--- config.mk ---
export PLATFORM = sky130hd
export DESIGN_NAME = tvcr_blend
export DESIGN_NICKNAME = d
export VERILOG_FILES = /design/src/design/tvcr_pkg.sv /design/src/design/tvcr_blend.sv
export SDC_FILE = /design/constraint.sdc
export NUM_CORES = 1
export LEC_CHECK = 0
export ABC_AREA = 1
export CAP_MARGIN = 20
export CELL_PAD_IN_SITES_DETAIL_PLACEMENT = 0
export CELL_PAD_IN_SITES_GLOBAL_PLACEMENT = 1
export CORE_MARGIN = 2
export CORE_UTILIZATION = 50
export CTS_CLUSTER_DIAMETER = 150
export CTS_CLUSTER_SIZE = 8
export DETAILED_ROUTE_END_ITERATION = 12
export DONT_BUFFER_PORTS = 1
export PLACE_DENSITY_LB_ADDON = 0.1
export SYNTH_ARGS = -nofsm -noshare
export SYNTH_HDL_FRONTEND = slang
export SYNTH_SLANG_ARGS = --single-unit
--- constraint.sdc ---
create_clock -name clk -period 4.43 [get_ports clk]
set_clock_uncertainty 0.1 [all_clocks]
set_input_delay 0.886 -clock clk [delete_from_list [all_inputs] [get_ports clk]]
set_output_delay 0.886 -clock clk [all_outputs]
set_load 0.02 [all_outputs]
--- src/design/tvcr_pkg.sv ---
`default_nettype none

package tvcr_pkg;

    localparam int GP_SLOTS = 4;
    localparam int SE_SLOTS = 2;
    localparam int GRADIENT_POINTS_DEF = 4;
    localparam int SLANT_ENTRIES_DEF = 2;
    localparam int NEIGHBORS = 8;
    localparam int CHANNELS = 3;
    localparam int NORM_Q_W = 17;
    localparam int NORM_D_W = 16;
    localparam int MIX_Q_W = 8;
    localparam int MIX_D_W = 16;
    localparam int CFG_INDEX_W = 3;
    localparam int CFG_DATA_W = 64;
    localparam int GP_W = 41;

    localparam logic [14:0] STEEP_MAX = 15'h7fff;
    localparam logic signed [15:0] HN_FLAT = -16'sd16384;
    localparam logic signed [15:0] HN_TOP = 16'sh7fff;
    localparam logic signed [15:0] HN_BOTTOM = -16'sh8000;
    localparam logic [18:0] HN_OFFSET = 19'd16384;

    typedef enum logic [CFG_INDEX_W-1:0] {
        REG_MIN_HEIGHT = 3'd0,
        REG_MAX_HEIGHT = 3'd1,
        REG_GP0        = 3'd2,
        REG_GP1        = 3'd3,
        REG_GP2        = 3'd4,
        REG_GP3        = 3'd5,
        REG_SE0        = 3'd6,
        REG_SE1        = 3'd7
    } reg_index_t;

    typedef enum logic [1:0] {
        MODE_WHITE,
        MODE_HIGH,
        MODE_LOW,
        MODE_INTERP
    } mode_t;

    typedef logic [CHANNELS-1:0][7:0] rgb_t;

    localparam rgb_t RGB_WHITE = '1;

    typedef struct packed {
        logic signed [15:0] center_height;
        logic signed [15:0] north_west_height;
        logic signed [15:0] north_height;
        logic signed [15:0] north_east_height;
        logic signed [15:0] west_height;
        logic signed [15:0] east_height;
        logic signed [15:0] south_west_height;
        logic signed [15:0] south_height;
        logic signed [15:0] south_east_height;
        logic [7:0]         neighbor_inside;
    } vertex_t;

    typedef struct packed {
        logic [7:0] red;
        logic [7:0] green;
        logic [7:0] blue;
    } color_t;

    typedef struct packed {
        logic               present;
        logic signed [15:0] height;
        rgb_t               rgb;
    } gpoint_t;

    typedef struct packed {
        logic [15:0] lo;
        logic [15:0] hi;
        rgb_t        rgb;
        logic [7:0]  rate;
    } slant_t;

    typedef struct packed {
        rgb_t       rgb;
        logic [7:0] rate;
    } blend_t;

    typedef struct packed {
        blend_t slant;
        logic   neg;
        logic   ovf;
        logic   flat;
    } norm_side_t;

    typedef struct packed {
        blend_t slant;
        mode_t  mode;
        rgb_t   direct;
    } mix_side_t;

endpackage

`default_nettype wire

--- src/design/tvcr_blend.sv ---
`default_nettype none

module tvcr_blend (
    input  wire                                                  clk,
    input  wire                                                  rst_n,
    input  wire                                                  en,
    input  wire                                                  in_valid,
    input  wire  [tvcr_pkg::CHANNELS-1:0][tvcr_pkg::MIX_Q_W-1:0] in_quot,
    input  wire  tvcr_pkg::mix_side_t                            in_side,
    output logic                                                 out_valid,
    output tvcr_pkg::color_t                                     out_color
);

    localparam int CH = tvcr_pkg::CHANNELS;

    logic                  v1_reg;
    logic [CH-1:0][15:0]   pc_reg;
    logic [CH-1:0][15:0]   ps_reg;
    logic [CH-1:0][15:0]   pc_next;
    logic [CH-1:0][15:0]   ps_next;
    tvcr_pkg::rgb_t        base;
    logic [7:0]            inv_rate;

    always_comb
    begin
        base     = (in_side.mode == tvcr_pkg::MODE_INTERP) ? in_quot : in_side.direct;
        inv_rate = 8'd255 - in_side.slant.rate;
        for (int k = 0; k < CH; k++)
        begin
            pc_next[k] = {8'd0, base[k]} * {8'd0, inv_rate};
            ps_next[k] = {8'd0, in_side.slant.rgb[k]} * {8'd0, in_side.slant.rate};
        end
    end

    // divide by 255 with rounding term already added
    tvcr_pkg::rgb_t res;

    always_comb
    begin
        logic [16:0] x;
        logic [16:0] y;
        for (int k = 0; k < CH; k++)
        begin
            x = {1'b0, pc_reg[k]} + {1'b0, ps_reg[k]} + 17'd127;
            y = x + {8'd0, x[16:8]} + 17'd1;
            res[k] = y[15:8];
        end
    end

    always_ff @(posedge clk or negedge rst_n)
    begin
        if (!rst_n)
        begin
            v1_reg    <= 1'b0;
            out_valid <= 1'b0;
        end
        else if (en)
        begin
            v1_reg    <= in_valid;
            out_valid <= v1_reg;
        end
    end

    always_ff @(posedge clk)
    begin
        if (en)
        begin
            pc_reg          <= pc_next;
            ps_reg          <= ps_next;
            out_color.red   <= res[2];
            out_color.green <= res[1];
            out_color.blue  <= res[0];
        end
    end

endmodule

`default_nettype wire

# == Word-level counts from Yosys, hierarchy flattened ==
# Index checks and enable logic that the tools add are counted.
# word_totals
reg_bits,122
latchBits,0
ramBits,0
rom_bits,0
input_bits,86
out_inout_bits,25
elab_cells,32
n_memories,0
# classes
addsub,13
multipliers,6
n_div,0
order_cmp,0
n_eq_ne,1
shifts,0
n_mux,1
bitwise_logic,0
reduce_logical,0
# ops
cell,n
multiplier 8 x 8 -> 16 bit,6
adder 16 x 16 -> 17 bit,3
"adder 17 x 7 -> 17 bit, second input constant",3
"adder 16 x 1 -> 16 bit, second input constant",3
adder 16 x 9 -> 16 bit,3
two-way mux 24 bit,1
"subtractor 8 bit, first input constant",1
"equality test 2 bit, second input constant",1

# == Depth between registers and ports, before layout ==
# logic_depth
depth_word,4
mapped_depth,27
ltp_nobuf,27

# == Least setup slack after synthesis ==
# OpenSTA, ideal clock, no wires.
# synth_path
kind,input-to-reg
startpoint,input port in_side[24] (netlist bit)
endpoint,register pc_reg[15] (netlist bit) (data pin)
setup_ns,0.252
arrival_ns,4.901
required_time_ns,4.078
path_slack_ns,-0.823
stages,22
path_buffers,2
cell_sequence,nand2_1 -> clkbuf_1 -> buf_1 -> o21a_1 -> inv_1 -> nor2_1 -> fa_1 -> fa_1 -> inv_1 -> fa_1 -> fa_1 -> inv_1 -> ha_1 -> nand2_1 -> o21ai_1 -> nand2_1 -> nand2_1 -> a21oi_1 -> o21ai_1 -> nand3b_1 -> nand3b_1 -> nand2_1
# synth_lines
element,line,source
"start, declared",tvcr_blend.sv:9,"input wire tvcr_pkg::mix_side_t in_side,"
"end signal, assigned",tvcr_blend.sv:68,pc_reg <= pc_next;
"end, declared",tvcr_blend.sv:17,logic [CH-1:0][15:0] pc_reg;

==> impl_metrics.env <==
export IMPL_syn_nets=3393
export IMPL_h_tree_depth=4
export IMPL_ys_seq_area_share_pct=17.04
export IMPL_ys_warn_count=0
export IMPL_endpoint_kind="flip-flop"
export IMPL_grt_pass1_wl_mm=86.57
export IMPL_critPathKind="in -> reg"
export IMPL_status="finished clean"
export IMPL_start_util_pct=50.90
export IMPL_slew_violations=0
export IMPL_antenna_found_initial=4
export IMPL_wire_per_inst_um=15.20
export IMPL_viasPerCell=4.978
export IMPL_rsz0062_at_grt="true"
export IMPL_worst_pin_slew_ps=495.3
export IMPL_hpwl_mm=41.70
export IMPL_die_height_um=211.1
export IMPL_syn_cell_area_mm2=0.02145
export IMPL_clk_path_buf_depth=2
export IMPL_vias=17080
export IMPL_rows=75
export IMPL_report_final_setup_viol=0
export IMPL_clkSlewWorstSetupHoldPaths_ps=50
export IMPL_overflow=0
export IMPL_cts_tree="yes"
export IMPL_grt_pass1_vias=17450
export IMPL_highest_layer="met5"
export IMPL_grt_max_degree=125
export IMPL_multi_input_area_mm2=0.01563
export IMPL_synth_cell_type_count=40
export IMPL_fin_nets=3515
export IMPL_portBuffers=0
export IMPL_drv_cap=0
export IMPL_slew_headroom_pct=66.87
export IMPL_syn_area_per_cell_um2=7.784
export IMPL_hold_viol=0
export IMPL_root_buffer="clkbuf_16"
export IMPL_critPathRequiredTime_ps=4510
export IMPL_regArea_mm2=0.003654
export IMPL_met1_length_mm=26.07
export IMPL_die_area_mm2=0.04456
export IMPL_routed_wl_mm=52.17
export IMPL_die_w_um=211.1
export IMPL_synth_seq_cells=122
export IMPL_holdBufCountCts=0
export IMPL_postLayoutCoreUtil_pct=58.11
export IMPL_cp_start_kind="primary input"
export IMPL_route_detailed_drc=0
export IMPL_ios=111
export IMPL_drive_gt1_share_pct=14.50
export IMPL_dr_wl_met3_mm=2.824
export IMPL_syn_inst=2755
export IMPL_clkLatencyLatePin_ps=430
export IMPL_cp_max_fo=6
export IMPL_cts_buffers=17
export IMPL_detail_route_antenna_nets=0
export IMPL_r2r_slack_ps=490
export IMPL_hold_class="in -> async"
export IMPL_first_iter_violations=1079
export IMPL_gp_congestion=0.9037
export IMPL_fin_crit_sh_pct=99.55
export IMPL_cp_arrival_ps=4490
export IMPL_met2WireLength_mm=22.48
export IMPL_post_route_min_period_ps=4410
export IMPL_cts_sinks=122
export IMPL_dr_pass1_iters=8
export IMPL_grt_total_usage_pct=24.55
export IMPL_fmax_mhz=226.8
export IMPL_num_fill_cells=3958
export IMPL_area_delta_synth_final_pct=14.18
export IMPL_core_area_mm2=0.04213
[critical path: stages]
cell,delay (ps)
nand2_8,70
buf_6,130
nand2_2,40
o21a_1,150
nand2_1,90
fa_1,510
fa_1,540
inv_2,40
fa_1,510
inv_2,40
fa_1,510
inv_2,50
ha_4,260
a21oi_2,170
nand2_1,100
nand3_1,70
nand2_1,70
buf_4,140
xor2_1,130
[metal layers]
layer | vias up | global-route usage [%]
met3 | 42 | 3.420
met5 | - | 0
li1 | 8638 | -
met4 | 2 | 5.658
met1 | 8053 | 36.26
met2 | 348 | 38.17
[kinds of logic (layout without fill, tap and decap cells)]
kind of cell,Yosys count,count (layout),share of synthesized area [%]
AOI/OAI and AO/OA,192,192,5.152
xor gates and xnor gates,106,106,4.504
adders and majority gates,552,552,39.87
buffers and inverters,783,913,13.81
DFF,122,122,17.04
other,0,3,0
and+or+nand+nor,1000,1005,19.63
[worst paths after layout]
path / from / depth (start not counted) / end
max in group asynchronous: rst_n / 0 / v1_reg$_DFFE_PN0P_
min in group clk: v1_reg$_DFFE_PN0P_ / 2 / out_valid$_DFFE_PN0P_
setup reg to reg: pc_reg[43]$_DFFE_PP_ / 23 / out_color[22]$_DFFE_PP_
hold / removal: rst_n / 0 / out_valid$_DFFE_PN0P_
setup / recovery: in_side[24] / 19 / pc_reg[10]$_DFFE_PP_
hold reg to reg: v1_reg$_DFFE_PN0P_ / 2 / out_valid$_DFFE_PN0P_
[cell usage after synthesis (all sizes together)]
cell	n	area share, %
xor2	81	3.5
clkinv	3	0.053
buf	16	0.28
nand3b	2	0.070
a21o	1	0.035
clkbuf	50	0.98
a221oi	1	0.041
o21bai	10	0.35
edfxtp	120	17
nor3	8	0.19
fa	219	20
nand3	100	2.7
xnor2	25	1.0
nor2	221	4.1
o21a	24	0.84
nand4	34	0.99
nand2	631	11
inv	714	12
or2	3	0.088
o21ai	34	0.81
dfrtp	2	0.23
a21boi	2	0.070
a21oi	105	2.6
and2	1	0.029
ha	333	19
a211oi	1	0.035
a31oi	13	0.38
o31ai	1	0.035
[repair_timing]
| item | in CTS | in global routing |
|---|---|---|
| setup buffers | 0 | 9 |
| pin swaps | 1 | 55 |
| cloned | 1 | 4 |
| setup endpoints to repair | 8 | 21 |
| gates resized for setup | 0 | 68 |
[cells in the final DEF (no fill, tap or decap), types with 34 or more instances in the layout]
cell	netlist	layout
fa_1	219	212
xor2_1	79	77
nand3_1	84	80
ha_1	333	309
inv_2	4	35
nand2_2	21	43
edfxtp_1	120	120
a21oi_1	99	74
nor2_1	207	192
buf_4	0	158
nand4_1	34	34
nand2_1	604	581
inv_1	710	678
[through the flow]
step / cells / worst slack, ps / setup TNS, ps / area (um^2) / hold WS, ps
2_1_floorplan: 2755 / -423.2 / -5751 / 22110 / 377.7
3_3_place_gp: 3384 / -452.3 / -10130 / 23520 / 391.7
3_5_place_dp: 3384 / -513.2 / -12360 / 23520 / 415.4
4_1_cts: 3417 / 3.209 / 0 / 24090 / 22.84
5_1_grt: 3432 / -165.4 / -934.0 / 24490 / 21.75
6_report: 3432 / 19.87 / 0 / 24490 / 51.02
[layout make-up]
| cell class | count | share of cell area (%) |
|---|---|---|
| clock inverter | 14 | 0.5314 |
| multi-input combinational | 1855 | 63.81 |
| sequential | 122 | 14.92 |
| tap | 539 | 2.754 |
| clock buffer | 18 | 1.753 |
| inverter | 717 | 11.01 |
| antenna | 3 | 0.03066 |
| timing repair buffer | 164 | 5.192 |
Power is left out: the tool's default activity adds up to more than one toggle a clock period on the data nets, which glitch-free logic cannot reach.
