**config.mk**
```make
export PLATFORM = sky130hd
export DESIGN_NAME = tvcr_div
export DESIGN_NICKNAME = d
export VERILOG_FILES = /design/src/design/tvcr_pkg.sv /design/src/design/tvcr_div.sv
export SDC_FILE = /design/constraint.sdc
export NUM_CORES = 2
export LEC_CHECK = 0
export BUFFER_PORTS_ARGS = -buffer_cell sky130_fd_sc_hd__buf_2
export CORE_ASPECT_RATIO = 0.8
export CORE_MARGIN = 2
export CORE_UTILIZATION = 50
export DETAILED_ROUTE_END_ITERATION = 8
export PLACE_DENSITY_LB_ADDON = 0.05
export REMOVE_ABC_BUFFERS = 1
export SYNTH_ARGS = -nofsm -noshare
export SYNTH_HDL_FRONTEND = slang
export SYNTH_SLANG_ARGS = --single-unit
export TNS_END_PERCENT = 100
```
**constraint.sdc**
```tcl
create_clock -name clk -period 4 [get_ports clk]
set_clock_uncertainty 0.2 [all_clocks]
set_input_delay 0.4 -clock clk [delete_from_list [all_inputs] [get_ports clk]]
set_output_delay 0.4 -clock clk [all_outputs]
set_load 0.02 [all_outputs]
```
**src/design/tvcr_pkg.sv**
```systemverilog
`default_nettype none

package tvcr_pkg;

    localparam int GP_SLOTS = 4;
    localparam int SE_SLOTS = 2;
    localparam int GRADIENT_POINTS_DEF = 4;
    localparam int SLANT_ENTRIES_DEF = 2;
    localparam int NEIGHBORS = 8;
    localparam int CHANNELS = 3;
    localparam int NORM_Q_W = 17;
    localparam int NORM_D_W = 16;
    localparam int MIX_Q_W = 8;
    localparam int MIX_D_W = 16;
    localparam int CFG_INDEX_W = 3;
    localparam int CFG_DATA_W = 64;
    localparam int GP_W = 41;

    localparam logic [14:0] STEEP_MAX = 15'h7fff;
    localparam logic signed [15:0] HN_FLAT = -16'sd16384;
    localparam logic signed [15:0] HN_TOP = 16'sh7fff;
    localparam logic signed [15:0] HN_BOTTOM = -16'sh8000;
    localparam logic [18:0] HN_OFFSET = 19'd16384;

    typedef enum logic [CFG_INDEX_W-1:0] {
        REG_MIN_HEIGHT = 3'd0,
        REG_MAX_HEIGHT = 3'd1,
        REG_GP0        = 3'd2,
        REG_GP1        = 3'd3,
        REG_GP2        = 3'd4,
        REG_GP3        = 3'd5,
        REG_SE0        = 3'd6,
        REG_SE1        = 3'd7
    } reg_index_t;

    typedef enum logic [1:0] {
        MODE_WHITE,
        MODE_HIGH,
        MODE_LOW,
        MODE_INTERP
    } mode_t;

    typedef logic [CHANNELS-1:0][7:0] rgb_t;

    localparam rgb_t RGB_WHITE = '1;

    typedef struct packed {
        logic signed [15:0] center_height;
        logic signed [15:0] north_west_height;
        logic signed [15:0] north_height;
        logic signed [15:0] north_east_height;
        logic signed [15:0] west_height;
        logic signed [15:0] east_height;
        logic signed [15:0] south_west_height;
        logic signed [15:0] south_height;
        logic signed [15:0] south_east_height;
        logic [7:0]         neighbor_inside;
    } vertex_t;

    typedef struct packed {
        logic [7:0] red;
        logic [7:0] green;
        logic [7:0] blue;
    } color_t;

    typedef struct packed {
        logic               present;
        logic signed [15:0] height;
        rgb_t               rgb;
    } gpoint_t;

    typedef struct packed {
        logic [15:0] lo;
        logic [15:0] hi;
        rgb_t        rgb;
        logic [7:0]  rate;
    } slant_t;

    typedef struct packed {
        rgb_t       rgb;
        logic [7:0] rate;
    } blend_t;

    typedef struct packed {
        blend_t slant;
        logic   neg;
        logic   ovf;
        logic   flat;
    } norm_side_t;

    typedef struct packed {
        blend_t slant;
        mode_t  mode;
        rgb_t   direct;
    } mix_side_t;

endpackage

`default_nettype wire

```
**src/design/tvcr_div.sv**
```systemverilog
`default_nettype none

module tvcr_div #(
    parameter int Q_W    = tvcr_pkg::MIX_Q_W,
    parameter int D_W    = tvcr_pkg::MIX_D_W,
    parameter int LANES  = tvcr_pkg::CHANNELS,
    parameter int SIDE_W = 1
) (
    input  wire                         clk,
    input  wire                         rst_n,
    input  wire                         en,
    input  wire                         in_valid,
    input  wire  [LANES-1:0][D_W-1:0]   in_rem,
    input  wire  [LANES-1:0][Q_W-1:0]   in_bits,
    input  wire  [D_W-1:0]              in_div,
    input  wire  [SIDE_W-1:0]           in_side,
    output logic                        out_valid,
    output logic [LANES-1:0][Q_W-1:0]   out_quot,
    output logic [LANES-1:0]            out_rem_nz,
    output logic [SIDE_W-1:0]           out_side
);

    logic [Q_W-1:0]                 valid_reg;
    logic [LANES-1:0][D_W-1:0]      rem_reg   [Q_W];
    logic [LANES-1:0][D_W-1:0]      rem_next  [Q_W];
    logic [LANES-1:0][Q_W-1:0]      bits_reg  [Q_W];
    logic [LANES-1:0][Q_W-1:0]      bits_next [Q_W];
    logic [LANES-1:0][Q_W-1:0]      quot_reg  [Q_W];
    logic [LANES-1:0][Q_W-1:0]      quot_next [Q_W];
    logic [D_W-1:0]                 div_reg   [Q_W];
    logic [SIDE_W-1:0]              side_reg  [Q_W];

    logic [LANES-1:0][D_W-1:0]      st_rem  [Q_W];
    logic [LANES-1:0][Q_W-1:0]      st_bits [Q_W];
    logic [LANES-1:0][Q_W-1:0]      st_quot [Q_W];
    logic [D_W-1:0]                 st_div  [Q_W];
    logic [SIDE_W-1:0]              st_side [Q_W];

    assign st_rem[0]  = in_rem;
    assign st_bits[0] = in_bits;
    assign st_quot[0] = '0;
    assign st_div[0]  = in_div;
    assign st_side[0] = in_side;

    for (genvar s = 1; s < Q_W; s++)
    begin : g_link
        assign st_rem[s]  = rem_reg[s-1];
        assign st_bits[s] = bits_reg[s-1];
        assign st_quot[s] = quot_reg[s-1];
        assign st_div[s]  = div_reg[s-1];
        assign st_side[s] = side_reg[s-1];
    end

    // one quotient bit per stage, restoring
    always_comb
    begin
        logic [D_W:0] trial;
        logic [D_W:0] diff;
        for (int s = 0; s < Q_W; s++)
        begin
            for (int l = 0; l < LANES; l++)
            begin
                trial = {st_rem[s][l], st_bits[s][l][Q_W-1]};
                diff  = trial - {1'b0, st_div[s]};
                if (trial >= {1'b0, st_div[s]})
                begin
                    rem_next[s][l]  = diff[D_W-1:0];
                    quot_next[s][l] = {st_quot[s][l][Q_W-2:0], 1'b1};
                end
                else
                begin
                    rem_next[s][l]  = trial[D_W-1:0];
                    quot_next[s][l] = {st_quot[s][l][Q_W-2:0], 1'b0};
                end
                bits_next[s][l] = {st_bits[s][l][Q_W-2:0], 1'b0};
            end
        end
    end

    always_ff @(posedge clk or negedge rst_n)
    begin
        if (!rst_n)
        begin
            valid_reg <= '0;
        end
        else if (en)
        begin
            valid_reg <= {valid_reg[Q_W-2:0], in_valid};
        end
    end

    always_ff @(posedge clk)
    begin
        if (en)
        begin
            for (int s = 0; s < Q_W; s++)
            begin
                rem_reg[s]  <= rem_next[s];
                bits_reg[s] <= bits_next[s];
                quot_reg[s] <= quot_next[s];
                div_reg[s]  <= st_div[s];
                side_reg[s] <= st_side[s];
            end
        end
    end

    assign out_valid = valid_reg[Q_W-1];
    assign out_quot  = quot_reg[Q_W-1];
    assign out_side  = side_reg[Q_W-1];

    always_comb
    begin
        for (int l = 0; l < LANES; l++)
        begin
            out_rem_nz[l] = |rem_reg[Q_W-1][l];
        end
    end

endmodule

`default_nettype wire

```
# ---- After elaboration in Yosys (flattened, before gate mapping)
# Memories as Yosys holds them, arrays and structs flattened.
# Index checks and enable logic that the tools add are counted.
# Widths: inputs -> output; s select.
dict set report word_totals {
  mem_bits_rw 880
  input_bits 93
  latch_bits 0
  word_cells 107
  out_inout_bits 29
  ff_bits 8
  n_memories 5
  mem_bits_ro 0
}
# memory words width rd rd_ports_with_merged_regs write_ports line_no
set memory_table {}
lappend memory_table {rem_reg 8 48 8 0 8 tvcr_div.sv:24} ;# logic [LANES-1:0][D_W-1:0] rem_reg [Q_W];
lappend memory_table {quot_reg 8 24 8 0 8 tvcr_div.sv:28} ;# logic [LANES-1:0][Q_W-1:0] quot_reg [Q_W];
lappend memory_table {bits_reg 8 21 7 0 8 tvcr_div.sv:26} ;# logic [LANES-1:0][Q_W-1:0] bits_reg [Q_W];
lappend memory_table {div_reg 8 16 7 0 8 tvcr_div.sv:30} ;# logic [D_W-1:0] div_reg [Q_W];
lappend memory_table {side_reg 8 1 8 0 8 tvcr_div.sv:31} ;# logic [SIDE_W-1:0] side_reg [Q_W];
dict set report op_classes {
  n_mux 50
  n_eq_ne 0
  shift 0
  magnitude_cmp 24
  div 0
  add_sub_neg 24
  bitwise 0
  n_reduce_logical 3
  multipliers 0
}
# operator n
set op_table {}
lappend op_table {{$ge 17x16->1} 24}
lappend op_table {{$mux 16} 24}
lappend op_table {{$sub 16x16->16} 24}
lappend op_table {{$reduce_or 16->1} 3}
lappend op_table {{$mux 1} 26}

# ---- Logic depth before layout (Yosys ltp)
# An unclocked memory read counts as a cell.
dict set report depth {
  depth_word 3
  depth_mapped 13
  ltp_nobuf 12
}

# ---- Least setup slack after synthesis
# Ideal clock, no wire load.
dict set report synth_path {
  path_type {register -> register}
  start {memory div_reg[0][1] in the netlist's numbering}
  end {memory rem_reg[0][72] in the netlist's numbering, data pin}
  synth_period_minus_slack_ns 3.513
  setup_time_ns 0.260
  arrival_time_ns 3.053
  path_buffers 1
  slack_ns 0.487
  path_stages_with_launch 13
  required_time_ns 3.540
  path_cell_list {edfxtp_1 inv_1 ha_1 nor2b_1 o21ai_0 a21boi_0 o31ai_1 a21oi_1 a2111oi_2 nand2_1 a31oi_2 buf_4 mux2_2}
}
# item line_no
set synth_lines {}
lappend synth_lines {{start, declared} tvcr_div.sv:30}
lappend synth_lines {{end, declared} tvcr_div.sv:24}

==> flow_metrics.tcl <==
set metrics [dict create \
    critPathLaunchType "flop" \
    cp_max_fo 17 \
    grt_util_met2_pct 30.3 \
    switchingPower_mw 14.2 \
    synth_compound_area_share_pct 13.6 \
    drt-total-wl_um 117000 \
    finalSetupViolations 0 \
    synth_sequential_area_ratio_pct 49.1 \
    tightest_slew_ps 874 \
    synthTopCellsByCount "edfxtp_1 (696), ha_1 (384), a21oi_1 (297)" \
    synth-seq-cells 704 \
    swShare_pct 37.6 \
    internal_power_mw 23.5 \
    final_util_pct 57.7 \
    final_nets 4615 \
    synth_fa_ha_area_share_pct 12.3 \
    grt_max_degree 92 \
    grt_setup_unrepaired "no" \
    synthXorXnorAreaFrac_pct 5.56 \
    worstSkewPairLatency_ps 640 \
    worstPathRequired_ps 4180 \
    design_area_mm2 0.0494 \
    worst_ir_drop_vdd_mv 0.360 \
    ys_warn_count 0 \
    hp-class "input port to flop" \
    cts_tree "done" \
    setup_tns_ps 0 \
    numPortBuffers 121 \
    vias_per_cell 5.77 \
    synth_top_flop_cell "edfxtp_1" \
    first_pass_iters 5 \
    grt_pass1_wl_um 174000 \
    p_clk_share_pct 18.3 \
    initial_core_util_pct 50.3 \
    powerDensity_mw_per_mm2 764 \
    finalPower_mw 37.7 \
    clock-sinks 704 \
    met1_usage_pct 44.7 \
    yosysMostFrequentCell "edfxtp_1" \
    clock_path_buffers 3 \
    synth_area_leaders "edfxtp_1 (49%), ha_1 (11%), mux2_2 (5.6%), xnor2_1 (3.8%), a21oi_1 (3.5%)" \
    grt_use_total_pct 26.3 \
    synth_edf_count 696 \
    nFillCells 7317 \
    status "finished, final reports clean" \
    yosysTopAreaCellShare_pct 48.6 \
    overflow 0 \
    synth_top_area_cell "edfxtp_1" \
    drt_first_iter_violations 2972 \
    post_drt_wl_per_cell_um 22.0 \
    hold_slack_ps 34.9 \
    dp_hpwl_um 92200 \
    num_io_pins 122 \
    postPlaceCellArea_mm2 0.0460 \
    synthArstFlopShare_pct 1.14 \
    antenna_left 0 \
    die_y_um 266 \
    syn-cell-area_mm2 0.0430 \
    area_growth_pct 14.8 \
    fin_crit_sh_pct 96.5 \
    endpoint_kind "flop" \
    cts_root_buf "clkbuf_16" \
    h-tree-depth 3 \
    place_congestion 0.931 \
    synth_top_family_by_area "compound AO/OA/AOI/OAI gates" \
    reg2reg_slack_ps 140 \
    grt_pass1_vias 27900 \
    die_w_um 332 \
    slew_headroom_pct 41.3 \
    drive_gt1_share_pct 14.8 \
    period_needed_ps 3860 \
    num_vias 30600 \
    die_area_mm2 0.0884 \
    final-max-slew-violation-count 0 \
    grt_util_met3_pct 9.46 \
    p_leak_nw 19.9 \
    synth_cells 3764 \
    synthMuxAreaShare_pct 6.59 \
    finalHoldViolCount 0 \
    critical_path_arrival_ps 4040 \
    busiest_layer "met1" \
    fmax_mhz 259 \
    drc 0 \
    synth.distinct_cells 84 \
    antenna_found_initial 1 \
    max_cap_violations 0 \
    cts_setup_buffers 0 \
    syn_area_per_cell_um2 11.4 \
    core_area_mm2 0.0855 \
    synth-simple-area-share_pct 10.0 \
    cts_made_buffers 78 \
    largest_register_ffs 384 \
    cts.clk_slew.worst_paths_ps 60 \
    p_comb_share_pct 47.7 \
    rows 96 \
    seqPwrFrac_pct 33.9 \
    antenna_cells 0 \
    critical_path_class "flop to flop" \
]
-- critical path: stages, from the launching register on --
cell,delay (ps)
edfxtp_1,400
inv_1,120
ha_1,320
nor2b_1,190
o31a_1,280
o31ai_1,270
buf_4,180
a21oi_1,130
a2111oi_0,480
buf_4,190
o211ai_1,140
o32a_1,240
buf_12,170
mux2_2,280
-- worst paths after layout --
kind,from,end,depth (start not counted)
worst max-delay path,div_reg[2][1],rem_reg[0][152],13
worst min-delay path,en,side_reg[0][0],1
worst max register to register,div_reg[2][1],rem_reg[0][152],13
worst min register to register,bits_reg[4][18],bits_reg[5][19],0
max in group asynchronous,rst_n,valid_reg[1],3
min in group asynchronous,rst_n,valid_reg[0],3
-- power groups by stage --
stage,combinational [mW],clock [mW],sequential [mW]
final,18.0,6.91,12.8
after global routing,19.8,7.38,13.0
after CTS,17.6,7.11,12.8
after detailed placement,17.4,0,12.9
after global placement,17.3,0,13.0
after floorplan,12.6,0,12.2
-- logic make-up (layout without fill, tap and decap cells) --
| kind of cell | after synthesis | in the layout |
|---|---|---|
| xor gates and xnor gates | 273 | 273 |
| muxes | 253 | 253 |
| adders and majority gates | 408 | 408 |
| DFF | 704 | 704 |
| AOI/OAI and AO/OA | 920 | 920 |
| buffers and inverters | 316 | 724 |
| and+or+nand+nor | 890 | 890 |
-- cell type report --
| type | count | area, um2 | area share, % |
|---|---|---|---|
| Multi-Input combinational cell | 2744 | 20800 | 42.1 |
| Timing Repair Buffer | 325 | 2680 | 5.44 |
| Sequential cell | 704 | 21100 | 42.8 |
| Inverter | 261 | 980 | 1.98 |
| Clock buffer | 92 | 2030 | 4.10 |
| Clock inverter | 46 | 383 | 0.776 |
| Tap cell | 1127 | 1410 | 2.86 |
-- layer usage --
layer  share of wire [%]  routed length, um
met5                   0                  0
met4                 1.3               1520
met3                  11              13200
met2                  34              39500
met1                  54              62500
-- through the flow --
| step | cells | setup slack [ps] |
|---|---|---|
| final | 5299 | 140 |
| after global routing | 5299 | 23.9 |
| after CTS | 5299 | 146 |
| after detailed placement | 5072 | 167 |
| after global placement | 5072 | 240 |
| after floorplan | 3709 | -302 |
-- what timing repair did --
action                                  CTS  global route
hold buffers                             89             0
resized for setup                         0             4
endpoints found under the setup margin    0            22
hold endpoints to repair                 95             0
-- cells in the final DEF, fill, tap and decap left out, types with 33 or more instances in the layout --
cell,n
dlygate4sd3_1,89
a21o_1,87
ha_1,384
a21oi_1,297
nor3_1,73
nor2b_1,62
mux2_2,212
clkbuf_16,79
nand2_1,214
nand4_1,46
xor2_1,84
inv_1,261
o31ai_1,34
nor2_1,251
xnor2_1,189
buf_2,120
buf_4,90
mux2i_1,33
nand3_1,63
nand2b_1,49
edfxtp_1,696
o21a_1,75
o21ai_0,198
No activity file was read; power rests on OpenSTA's default activity.
