$ cat config.mk
export PLATFORM = sky130hd
export DESIGN_NAME = tvcr_front
export DESIGN_NICKNAME = d
export VERILOG_FILES = /design/src/design/tvcr_pkg.sv /design/src/design/tvcr_front.sv
export SDC_FILE = /design/constraint.sdc
export NUM_CORES = 1
export LEC_CHECK = 0
export BUFFER_PORTS_ARGS = -buffer_cell sky130_fd_sc_hd__buf_2
export CAP_MARGIN = 25
export CORE_ASPECT_RATIO = 1.1
export CORE_UTILIZATION = 59
export CTS_CLUSTER_SIZE = 14
export DETAILED_ROUTE_END_ITERATION = 6
export GPL_ROUTABILITY_DRIVEN = 0
export HOLD_SLACK_MARGIN = 0.05
export PLACE_DENSITY = 0.82
export SLEW_MARGIN = 20
export SYNTH_ARGS = -nofsm -noshare
export SYNTH_HDL_FRONTEND = slang
export SYNTH_SLANG_ARGS = --single-unit
$ cat constraint.sdc
create_clock -name clk -period 23.9 [get_ports clk]
set_input_delay 3.585 -clock clk [delete_from_list [all_inputs] [get_ports clk]]
set_output_delay 3.585 -clock clk [all_outputs]
set_load 0.01 [all_outputs]
$ cat src/design/tvcr_pkg.sv
`default_nettype none

package tvcr_pkg;

    localparam int GP_SLOTS = 4;
    localparam int SE_SLOTS = 2;
    localparam int GRADIENT_POINTS_DEF = 4;
    localparam int SLANT_ENTRIES_DEF = 2;
    localparam int NEIGHBORS = 8;
    localparam int CHANNELS = 3;
    localparam int NORM_Q_W = 17;
    localparam int NORM_D_W = 16;
    localparam int MIX_Q_W = 8;
    localparam int MIX_D_W = 16;
    localparam int CFG_INDEX_W = 3;
    localparam int CFG_DATA_W = 64;
    localparam int GP_W = 41;

    localparam logic [14:0] STEEP_MAX = 15'h7fff;
    localparam logic signed [15:0] HN_FLAT = -16'sd16384;
    localparam logic signed [15:0] HN_TOP = 16'sh7fff;
    localparam logic signed [15:0] HN_BOTTOM = -16'sh8000;
    localparam logic [18:0] HN_OFFSET = 19'd16384;

    typedef enum logic [CFG_INDEX_W-1:0] {
        REG_MIN_HEIGHT = 3'd0,
        REG_MAX_HEIGHT = 3'd1,
        REG_GP0        = 3'd2,
        REG_GP1        = 3'd3,
        REG_GP2        = 3'd4,
        REG_GP3        = 3'd5,
        REG_SE0        = 3'd6,
        REG_SE1        = 3'd7
    } reg_index_t;

    typedef enum logic [1:0] {
        MODE_WHITE,
        MODE_HIGH,
        MODE_LOW,
        MODE_INTERP
    } mode_t;

    typedef logic [CHANNELS-1:0][7:0] rgb_t;

    localparam rgb_t RGB_WHITE = '1;

    typedef struct packed {
        logic signed [15:0] center_height;
        logic signed [15:0] north_west_height;
        logic signed [15:0] north_height;
        logic signed [15:0] north_east_height;
        logic signed [15:0] west_height;
        logic signed [15:0] east_height;
        logic signed [15:0] south_west_height;
        logic signed [15:0] south_height;
        logic signed [15:0] south_east_height;
        logic [7:0]         neighbor_inside;
    } vertex_t;

    typedef struct packed {
        logic [7:0] red;
        logic [7:0] green;
        logic [7:0] blue;
    } color_t;

    typedef struct packed {
        logic               present;
        logic signed [15:0] height;
        rgb_t               rgb;
    } gpoint_t;

    typedef struct packed {
        logic [15:0] lo;
        logic [15:0] hi;
        rgb_t        rgb;
        logic [7:0]  rate;
    } slant_t;

    typedef struct packed {
        rgb_t       rgb;
        logic [7:0] rate;
    } blend_t;

    typedef struct packed {
        blend_t slant;
        logic   neg;
        logic   ovf;
        logic   flat;
    } norm_side_t;

    typedef struct packed {
        blend_t slant;
        mode_t  mode;
        rgb_t   direct;
    } mix_side_t;

endpackage

`default_nettype wire

$ cat src/design/tvcr_front.sv
`default_nettype none

module tvcr_front #(
    parameter int SLANT_ENTRIES = tvcr_pkg::SLANT_ENTRIES_DEF
) (
    input  wire                                       clk,
    input  wire                                       rst_n,
    input  wire                                       en,
    input  wire                                       in_valid,
    input  wire  tvcr_pkg::vertex_t                   vertex,
    input  wire  [15:0]                               min_height,
    input  wire  [15:0]                               max_height,
    input  wire  tvcr_pkg::slant_t [SLANT_ENTRIES-1:0] slants,
    output logic                                      out_valid,
    output logic [tvcr_pkg::NORM_D_W-1:0]             out_rem,
    output logic [tvcr_pkg::NORM_Q_W-1:0]             out_bits,
    output logic [tvcr_pkg::NORM_D_W-1:0]             out_div,
    output tvcr_pkg::norm_side_t                      out_side
);

    logic [15:0] nb [tvcr_pkg::NEIGHBORS];

    assign nb[0] = vertex.north_west_height;
    assign nb[1] = vertex.north_height;
    assign nb[2] = vertex.north_east_height;
    assign nb[3] = vertex.west_height;
    assign nb[4] = vertex.east_height;
    assign nb[5] = vertex.south_west_height;
    assign nb[6] = vertex.south_height;
    assign nb[7] = vertex.south_east_height;

    // stage 1: neighbor differences, height offsets
    logic        v1_reg;
    logic [15:0] absd_reg  [tvcr_pkg::NEIGHBORS];
    logic [15:0] absd_next [tvcr_pkg::NEIGHBORS];
    logic [16:0] asub_reg;
    logic [16:0] asub_next;
    logic [16:0] dsub_reg;
    logic [16:0] dsub_next;

    always_comb
    begin
        logic [16:0] diff;
        logic [16:0] mag;
        for (int i = 0; i < tvcr_pkg::NEIGHBORS; i++)
        begin
            diff = {vertex.center_height[15], vertex.center_height} - {nb[i][15], nb[i]};
            mag  = diff[16] ? (17'd0 - diff) : diff;
            absd_next[i] = vertex.neighbor_inside[i] ? mag[15:0] : 16'd0;
        end
        asub_next = {vertex.center_height[15], vertex.center_height}
                  - {min_height[15], min_height};
        dsub_next = {max_height[15], max_height} - {min_height[15], min_height};
    end

    // stage 2: steepness, sign folding
    logic        v2_reg;
    logic [14:0] steep_reg;
    logic [14:0] steep_next;
    logic        neg_reg;
    logic        neg_next;
    logic        flat_reg;
    logic        flat_next;
    logic [15:0] amag_reg;
    logic [15:0] amag_next;
    logic [15:0] dmag_reg;
    logic [15:0] dmag_next;

    always_comb
    begin
        logic [15:0] mx;
        logic [16:0] a2;
        logic [16:0] d2;
        mx = 16'd0;
        for (int i = 0; i < tvcr_pkg::NEIGHBORS; i++)
        begin
            if (absd_reg[i] > mx)
            begin
                mx = absd_reg[i];
            end
        end
        steep_next = mx[15] ? tvcr_pkg::STEEP_MAX : mx[14:0];
        a2 = dsub_reg[16] ? (17'd0 - asub_reg) : asub_reg;
        d2 = dsub_reg[16] ? (17'd0 - dsub_reg) : dsub_reg;
        neg_next  = a2[16];
        amag_next = a2[16] ? 16'(17'd0 - a2) : a2[15:0];
        dmag_next = d2[15:0];
        flat_next = (dsub_reg == 17'd0);
    end

    // stage 3: slant match, divider setup
    logic                 rem_next;
    tvcr_pkg::blend_t     slant_next;
    logic                 ovf_next;

    always_comb
    begin
        logic hit;
        hit = 1'b0;
        slant_next.rgb  = tvcr_pkg::RGB_WHITE;
        slant_next.rate = 8'd0;
        for (int i = 0; i < SLANT_ENTRIES; i++)
        begin
            if (!hit && slants[i].lo <= {1'b0, steep_reg}
                && {1'b0, steep_reg} <= slants[i].hi)
            begin
                hit        = 1'b1;
                slant_next = {slants[i].rgb, slants[i].rate};
            end
        end
        ovf_next = ({2'b00, amag_reg} >= {dmag_reg, 2'b00});
        rem_next = 1'b0;
    end

    always_ff @(posedge clk or negedge rst_n)
    begin
        if (!rst_n)
        begin
            v1_reg    <= 1'b0;
            v2_reg    <= 1'b0;
            out_valid <= 1'b0;
        end
        else if (en)
        begin
            v1_reg    <= in_valid;
            v2_reg    <= v1_reg;
            out_valid <= v2_reg;
        end
    end

    always_ff @(posedge clk)
    begin
        if (en)
        begin
            absd_reg       <= absd_next;
            asub_reg       <= asub_next;
            dsub_reg       <= dsub_next;
            steep_reg      <= steep_next;
            neg_reg        <= neg_next;
            flat_reg       <= flat_next;
            amag_reg       <= amag_next;
            dmag_reg       <= dmag_next;
            out_rem        <= {2'b00, amag_reg[15:2]};
            out_bits       <= {amag_reg[1:0], {(tvcr_pkg::NORM_Q_W-2){rem_next}}};
            out_div        <= dmag_reg;
            out_side.slant <= slant_next;
            out_side.neg   <= neg_reg;
            out_side.ovf   <= ovf_next;
            out_side.flat  <= flat_reg;
        end
    end

    a_hold_valid: assert property (@(posedge clk) disable iff (!rst_n)
        out_valid && !en |=> out_valid)
        else $error("front request dropped while held");

endmodule

`default_nettype wire

* Yosys cells after proc, flatten, opt, wreduce, memory -nomap -nowiden
Index checks and enable logic that the tools add are counted.
** Word-level totals
- Register bits after elaboration :: 281
- Logic and storage cells :: 89
** Operators by class
- Order comparisons :: 13
- Multiplexer cells :: 22
- Add/subtract/negate cells :: 21
- Reductions and logical operators :: 5
** Operators with widths (count)
- $mux 16 :: 18
- $sub 16x16->17 :: 10
- $sub 1x16->16 const A :: 10
- $gt 16x16->1 :: 7
- $mux 32 :: 2
- $le 15x16->1 :: 2
- $le 16x15->1 :: 2
- $ge 16x18->1 :: 1
- $logic_not 17->1 :: 1
- $mux 17 :: 1
- $sub 1x17->17 const A :: 1
- $gt 16x1->1 const B :: 1
- $logic_and 1x1->1 :: 3
- $logic_not 1->1 :: 1
- $mux 1 :: 1

* Depth between registers and ports, before layout
- Depth in word-level cells :: 16
- Mapped depth :: 99
- Mapped depth without buffers :: 88

* Worst setup path before layout
No wires, ideal clock.
- Path type :: register -> register
- From :: register absd_reg[97] in the netlist's numbering
- To :: register steep_reg[4], data pin
- Stages on the path, launching flop included :: 94
- Slack :: 7.256 ns
- Required time :: 23.617 ns
- Arrival :: 16.360 ns
- Period minus slack after synthesis :: 16.644 ns
- Library setup time :: 0.283 ns
- Cell sequence :: edfxtp_1 ha_1 nor2b_1 o211ai_1 a2111o_1 a31oi_1 buf_4 buf_1 mux2i_1 ha_1 a21o_1 a21o_1 a211oi_1 o22a_1 inv_1 o2111a_2 nor2_1 a31o_2 [... 58 more ...] a21o_1 or2_2 o21ai_0 ha_1 a21oi_1 o22ai_1 o21ai_0 nand2b_1 a21oi_1 nor2b_1 o21ai_0 nand2b_1 a21oi_1 a31oi_1 nor2b_1 o21a_1 buf_2 a221oi_1
** On the way
- Cells in the longest elaborated chain, start to end :: 14
** RTL lines
- start: declaration :: RTL line tvcr_front.sv:34 : logic [15:0] absd_reg [tvcr_pkg::NEIGHBORS];
- start signal: assignment :: RTL line tvcr_front.sv:135 : absd_reg <= absd_next;
- $gt 16x16->1 :: RTL line tvcr_front.sv:77 : if (absd_reg[i] > mx)
- $mux 16 (*) :: RTL line tvcr_front.sv:77
- $gt 16x16->1 :: RTL line tvcr_front.sv:77
- $mux 16 (*) :: RTL line tvcr_front.sv:77
- $gt 16x16->1 :: RTL line tvcr_front.sv:77
- $mux 16 (*) :: RTL line tvcr_front.sv:77
- $gt 16x16->1 :: RTL line tvcr_front.sv:77
- $mux 16 (*) :: RTL line tvcr_front.sv:77
- $gt 16x16->1 :: RTL line tvcr_front.sv:77
- $mux 16 (*) :: RTL line tvcr_front.sv:77
- $gt 16x16->1 :: RTL line tvcr_front.sv:77
- $mux 16 (*) :: RTL line tvcr_front.sv:77
- $gt 16x16->1 :: RTL line tvcr_front.sv:77
- $mux 16 (*) :: RTL line tvcr_front.sv:77
- end signal: assignment :: RTL line tvcr_front.sv:138 : steep_reg <= steep_next;
- end: declaration :: RTL line tvcr_front.sv:58 : logic [14:0] steep_reg;
Every way passes the cells marked *; elsewhere a longest branch is shown, timed or not.
A chain may end at the register's enable or synchronous reset.

* Final worst setup path
- From :: register absd_reg[97] in the netlist's numbering
- To :: register steep_reg[0], data pin
The elaborated chain is that of the path after synthesis.

==> results.py <==
metrics = {
    "run_status": {
        "status": "complete, no violations",
    },
    "drt": {
        "postRouteAntennaNets": 0,
        "drc_errors": 0,
        "wirelength_um": 72400,
        "wl_per_cell_um": 18.8,
        "num_vias": 22583,
        "first_iter_violations": 1779,
        "via_per_inst": 5.86,
        "firstDrtPassIters": 7,
    },
    "timing": {
        "layout_setup_ws_ns": 4.93,
        "fin_setup_tns_ns": 0,
        "fin_skew_ns": 0.0163,
        "tightestPinTransition_ns": 1.02,
        "slew_viol_final": 0,
        "final-hold-violation-count": 0,
        "fmax_mhz": 52.7,
        "slew_headroom_pct": 32.2,
        "setup_viol": 0,
        "fin_crit_ns": 18.97,
        "rsz0062_at_grt": "false",
        "timing.final.crit_share_pct": 79.4,
    },
    "placement": {
        "dpl.hpwl_um": 56900,
        "place_ws_ns": 5.49,
        "portBuffers": 383,
        "dpl_cell_area_um2": 28300,
        "dp.cells": 3794,
    },
    "cells_and_area": {
        "fillers": 3372,
        "multiInputGateArea_um2": 15700,
        "drive_gt1_share_pct": 15.2,
        "stdcell_area_um2": 29300,
        "register_area_um2": 8420,
        "nets": 3929,
        "synthToLayoutAreaGrowth_pct": 13.3,
        "largest_register_ffs": 128,
        "final_cells": 3855,
    },
    "critical_path": {
        "rr_startpoint": "absd_reg[97]$_SDFFCE_PN0P_",
        "cp_slowest_stage_delay_ns": 0.53,
        "reg2reg_slack_ns": 4.93,
        "cp.arrival_ns": 19.25,
        "worst-path-max-fanout": 27,
        "crit_top_cell": "a21oi_1",
        "end_kind": "flop",
        "cp.required_ns": 24.18,
        "worstReg2RegEnd": "steep_reg[0]$_SDFFCE_PP1P_",
        "crit_path_top_delay_cell": "a31oi_2",
        "start_kind": "flop",
        "r2r_cells": 84,
        "path_class": "reg -> reg",
    },
    "clock_network": {
        "cts_made_buffers": 30,
        "cts_setup_buffers": 0,
        "clock_sinks": 281,
        "insertion_delay_ns": 0.58,
        "cts_tree": "done",
        "cts_buffer_depth": 3,
        "ctsHoldBuffers": 0,
        "cts_resized": 0,
        "cts.clk_slew.worst_paths_ns": 0.06,
        "clock-root-buffer": "clkbuf_16",
        "cts_htree_levels": 1,
    },
    "hold_path": {
        "hold_path_class": "reg -> reg",
        "holdPathEnd": "out_side[2]$_DFFE_PP_",
        "hold_depth": 0,
        "worstHoldStart": "neg_reg$_DFFE_PP_",
    },
    "grt": {
        "grt_pass1_vias": 22558,
        "track_usage_pct": 31.8,
        "grt_pass1_wl_um": 113000,
        "grt_max_degree": 146,
        "antenna_found_initial": 3,
        "grt_remaining_overflow": 0,
    },
    "floorplanning": {
        "core_um2": 43300,
        "num_rows": 80,
        "ios": 401,
        "start_util_pct": 59.7,
        "fp.dieW_um": 202,
        "fp.dieH_um": 222,
        "die-area_um2": 44700,
    },
    "pwr": {
        "internal_power_w": 0.00191,
        "vdd_drop_max_uv": 172,
        "totalPowerFinal_w": 0.00356,
        "p_clk_share_pct": 12.6,
        "pwr-share-seq_pct": 21.7,
        "p_comb_share_pct": 65.6,
        "p_leak_nw": 13.7,
        "cellPowerDensity_nw_per_um2": 122,
        "p_sw_w": 0.00166,
        "sw_frac_of_total_pct": 46.5,
    },
    "logic_synthesis": {
        "synth.distinct_cells": 69,
        "ys.flop_type": "edfxtp_1",
        "postSynthAreaPerCell_um2": 8.96,
        "yosysWarnings": 0,
        "yosysSeqAreaShare_pct": 32.6,
        "synth_cells": 2886,
        "synth_edf_count": 278,
        "syn_area_um2": 25900,
        "synth-seq-cells": 281,
        "async_flop_share_pct": 1.07,
    },
    "run": {
        "cap_violations": 0,
    },
}
how the worst max path moves through the flow:
stage	end	slack [ns]	from
floorplan	steep_reg[4]$_SDFFCE_PP1P_	7.26	absd_reg[97]$_SDFFCE_PN0P_
detailed placement	steep_reg[13]$_SDFFCE_PP1P_	5.49	absd_reg[97]$_SDFFCE_PN0P_
CTS	steep_reg[9]$_SDFFCE_PP1P_	5.39	absd_reg[97]$_SDFFCE_PN0P_
global route	steep_reg[0]$_SDFFCE_PP1P_	3.57	absd_reg[97]$_SDFFCE_PN0P_
global placement	steep_reg[12]$_SDFFCE_PP1P_	6.24	absd_reg[97]$_SDFFCE_PN0P_
finish	steep_reg[0]$_SDFFCE_PP1P_	4.93	absd_reg[97]$_SDFFCE_PN0P_
per-layer routing:
metal	routed length [µm]	vias to the layer above	track usage (%)
li1	-	10838	-
met1	27900	10490	37.6
met2	34900	987	55.7
met3	5310	268	4.44
met4	4250	0	17.4
met5	0	-	0
metrics by stage:
stage	utilization, %	hold slack [ns]
floorplan	-	0.400
global placement	65.2	0.405
detailed placement	65.3	0.423
CTS	67.5	0.418
global route	67.6	0.429
finish	67.6	0.424
kinds of logic after synthesis:
logic type | share of synthesized area, %
simple gates | 16.4
compound gates | 16.0
buf+inv | 7.23
fa+ha+maj | 17.6
flops | 32.6
xor+xnor | 7.48
mux | 2.78
other cells | 0.0145
worst max-delay path, delay by kind of cell, from the launching register on:
family / cells / cell delay [ns]
simple gates: 27 / 5.03
mux: 3 / 1.00
fa+ha+maj: 7 / 2.16
compound gates: 41 / 9.06
flops: 1 / 0.43
buf+inv: 6 / 0.97
placed cells by master (no fill, tap or decap), types with 7 or more instances in the layout:
cell / instances
and3_1: 14
nor2_1: 192
nor3b_1: 9
or4_1: 19
edfxtp_1: 278
or3_1: 58
inv_1: 407
nor3_1: 40
buf_2: 383
and2_1: 90
ha_1: 347
xor2_1: 46
clkbuf_1: 10
o21a_1: 16
nand4_1: 37
nand2_1: 167
mux2i_1: 39
o22a_1: 25
o31ai_1: 15
conb_1: 17
clkbuf_16: 30
a221oi_1: 14
or2_2: 14
fa_1: 10
a31oi_1: 10
nand2b_1: 62
a21o_1: 68
xnor2_1: 175
a21oi_1: 148
o21bai_1: 15
or3b_2: 7
nor2b_1: 61
o21ai_0: 228
a21boi_0: 64
o211ai_1: 10
a211oi_1: 13
mux2_2: 25
nor4_1: 7
nand3_1: 32
Yosys cell counts, drive strengths merged (7+ instances only):
cell | instances | area share [%]
nor3b | 9 | 0.26
or3b | 7 | 0.24
fa | 10 | 0.77
o21a | 16 | 0.46
xor2 | 46 | 1.6
a211oi | 13 | 0.38
nand3 | 33 | 0.66
or2 | 14 | 0.34
xnor2 | 175 | 5.9
o22a | 25 | 0.85
a21o | 69 | 2.0
o211ai | 11 | 0.34
a31oi | 11 | 0.27
nor3 | 40 | 0.77
clkbuf | 48 | 0.70
and3 | 14 | 0.34
nand2b | 62 | 1.5
o21bai | 15 | 0.44
mux2i | 40 | 1.5
o21ai | 228 | 4.4
mux2 | 26 | 1.1
and2 | 90 | 2.2
ha | 347 | 17
or4 | 19 | 0.55
nor2 | 192 | 2.8
nor2b | 61 | 1.5
o31ai | 16 | 0.52
nand2 | 167 | 2.4
a21boi | 64 | 1.9
edfxtp | 278 | 32
or3 | 58 | 1.4
nor4 | 8 | 0.22
inv | 407 | 5.9
nand4 | 37 | 0.89
a221oi | 14 | 0.47
buf | 22 | 0.62
a21oi | 148 | 2.9
cell type report:
type                       instances  area share (%)
multi-input combinational       2144            53.4
clock inverter                    11           0.457
tap                              574            2.45
timing repair buffer             392            6.87
inverter                         407            5.21
sequential                       281            28.7
antenna                            4          0.0342
clock buffer                      42            2.78
power groups by stage:
stage	registers [W]	logic, W	clock network (W)
3_5_place_dp	0.000781	0.00226	0
6_report	0.000774	0.00234	0.000451
2_1_floorplan	0.000753	0.00171	0
3_3_place_gp	0.000778	0.00210	0
4_1_cts	0.000772	0.00228	0.000454
5_1_grt	0.000780	0.00258	0.000472
Note: power is estimated with default switching activity, not from simulation.
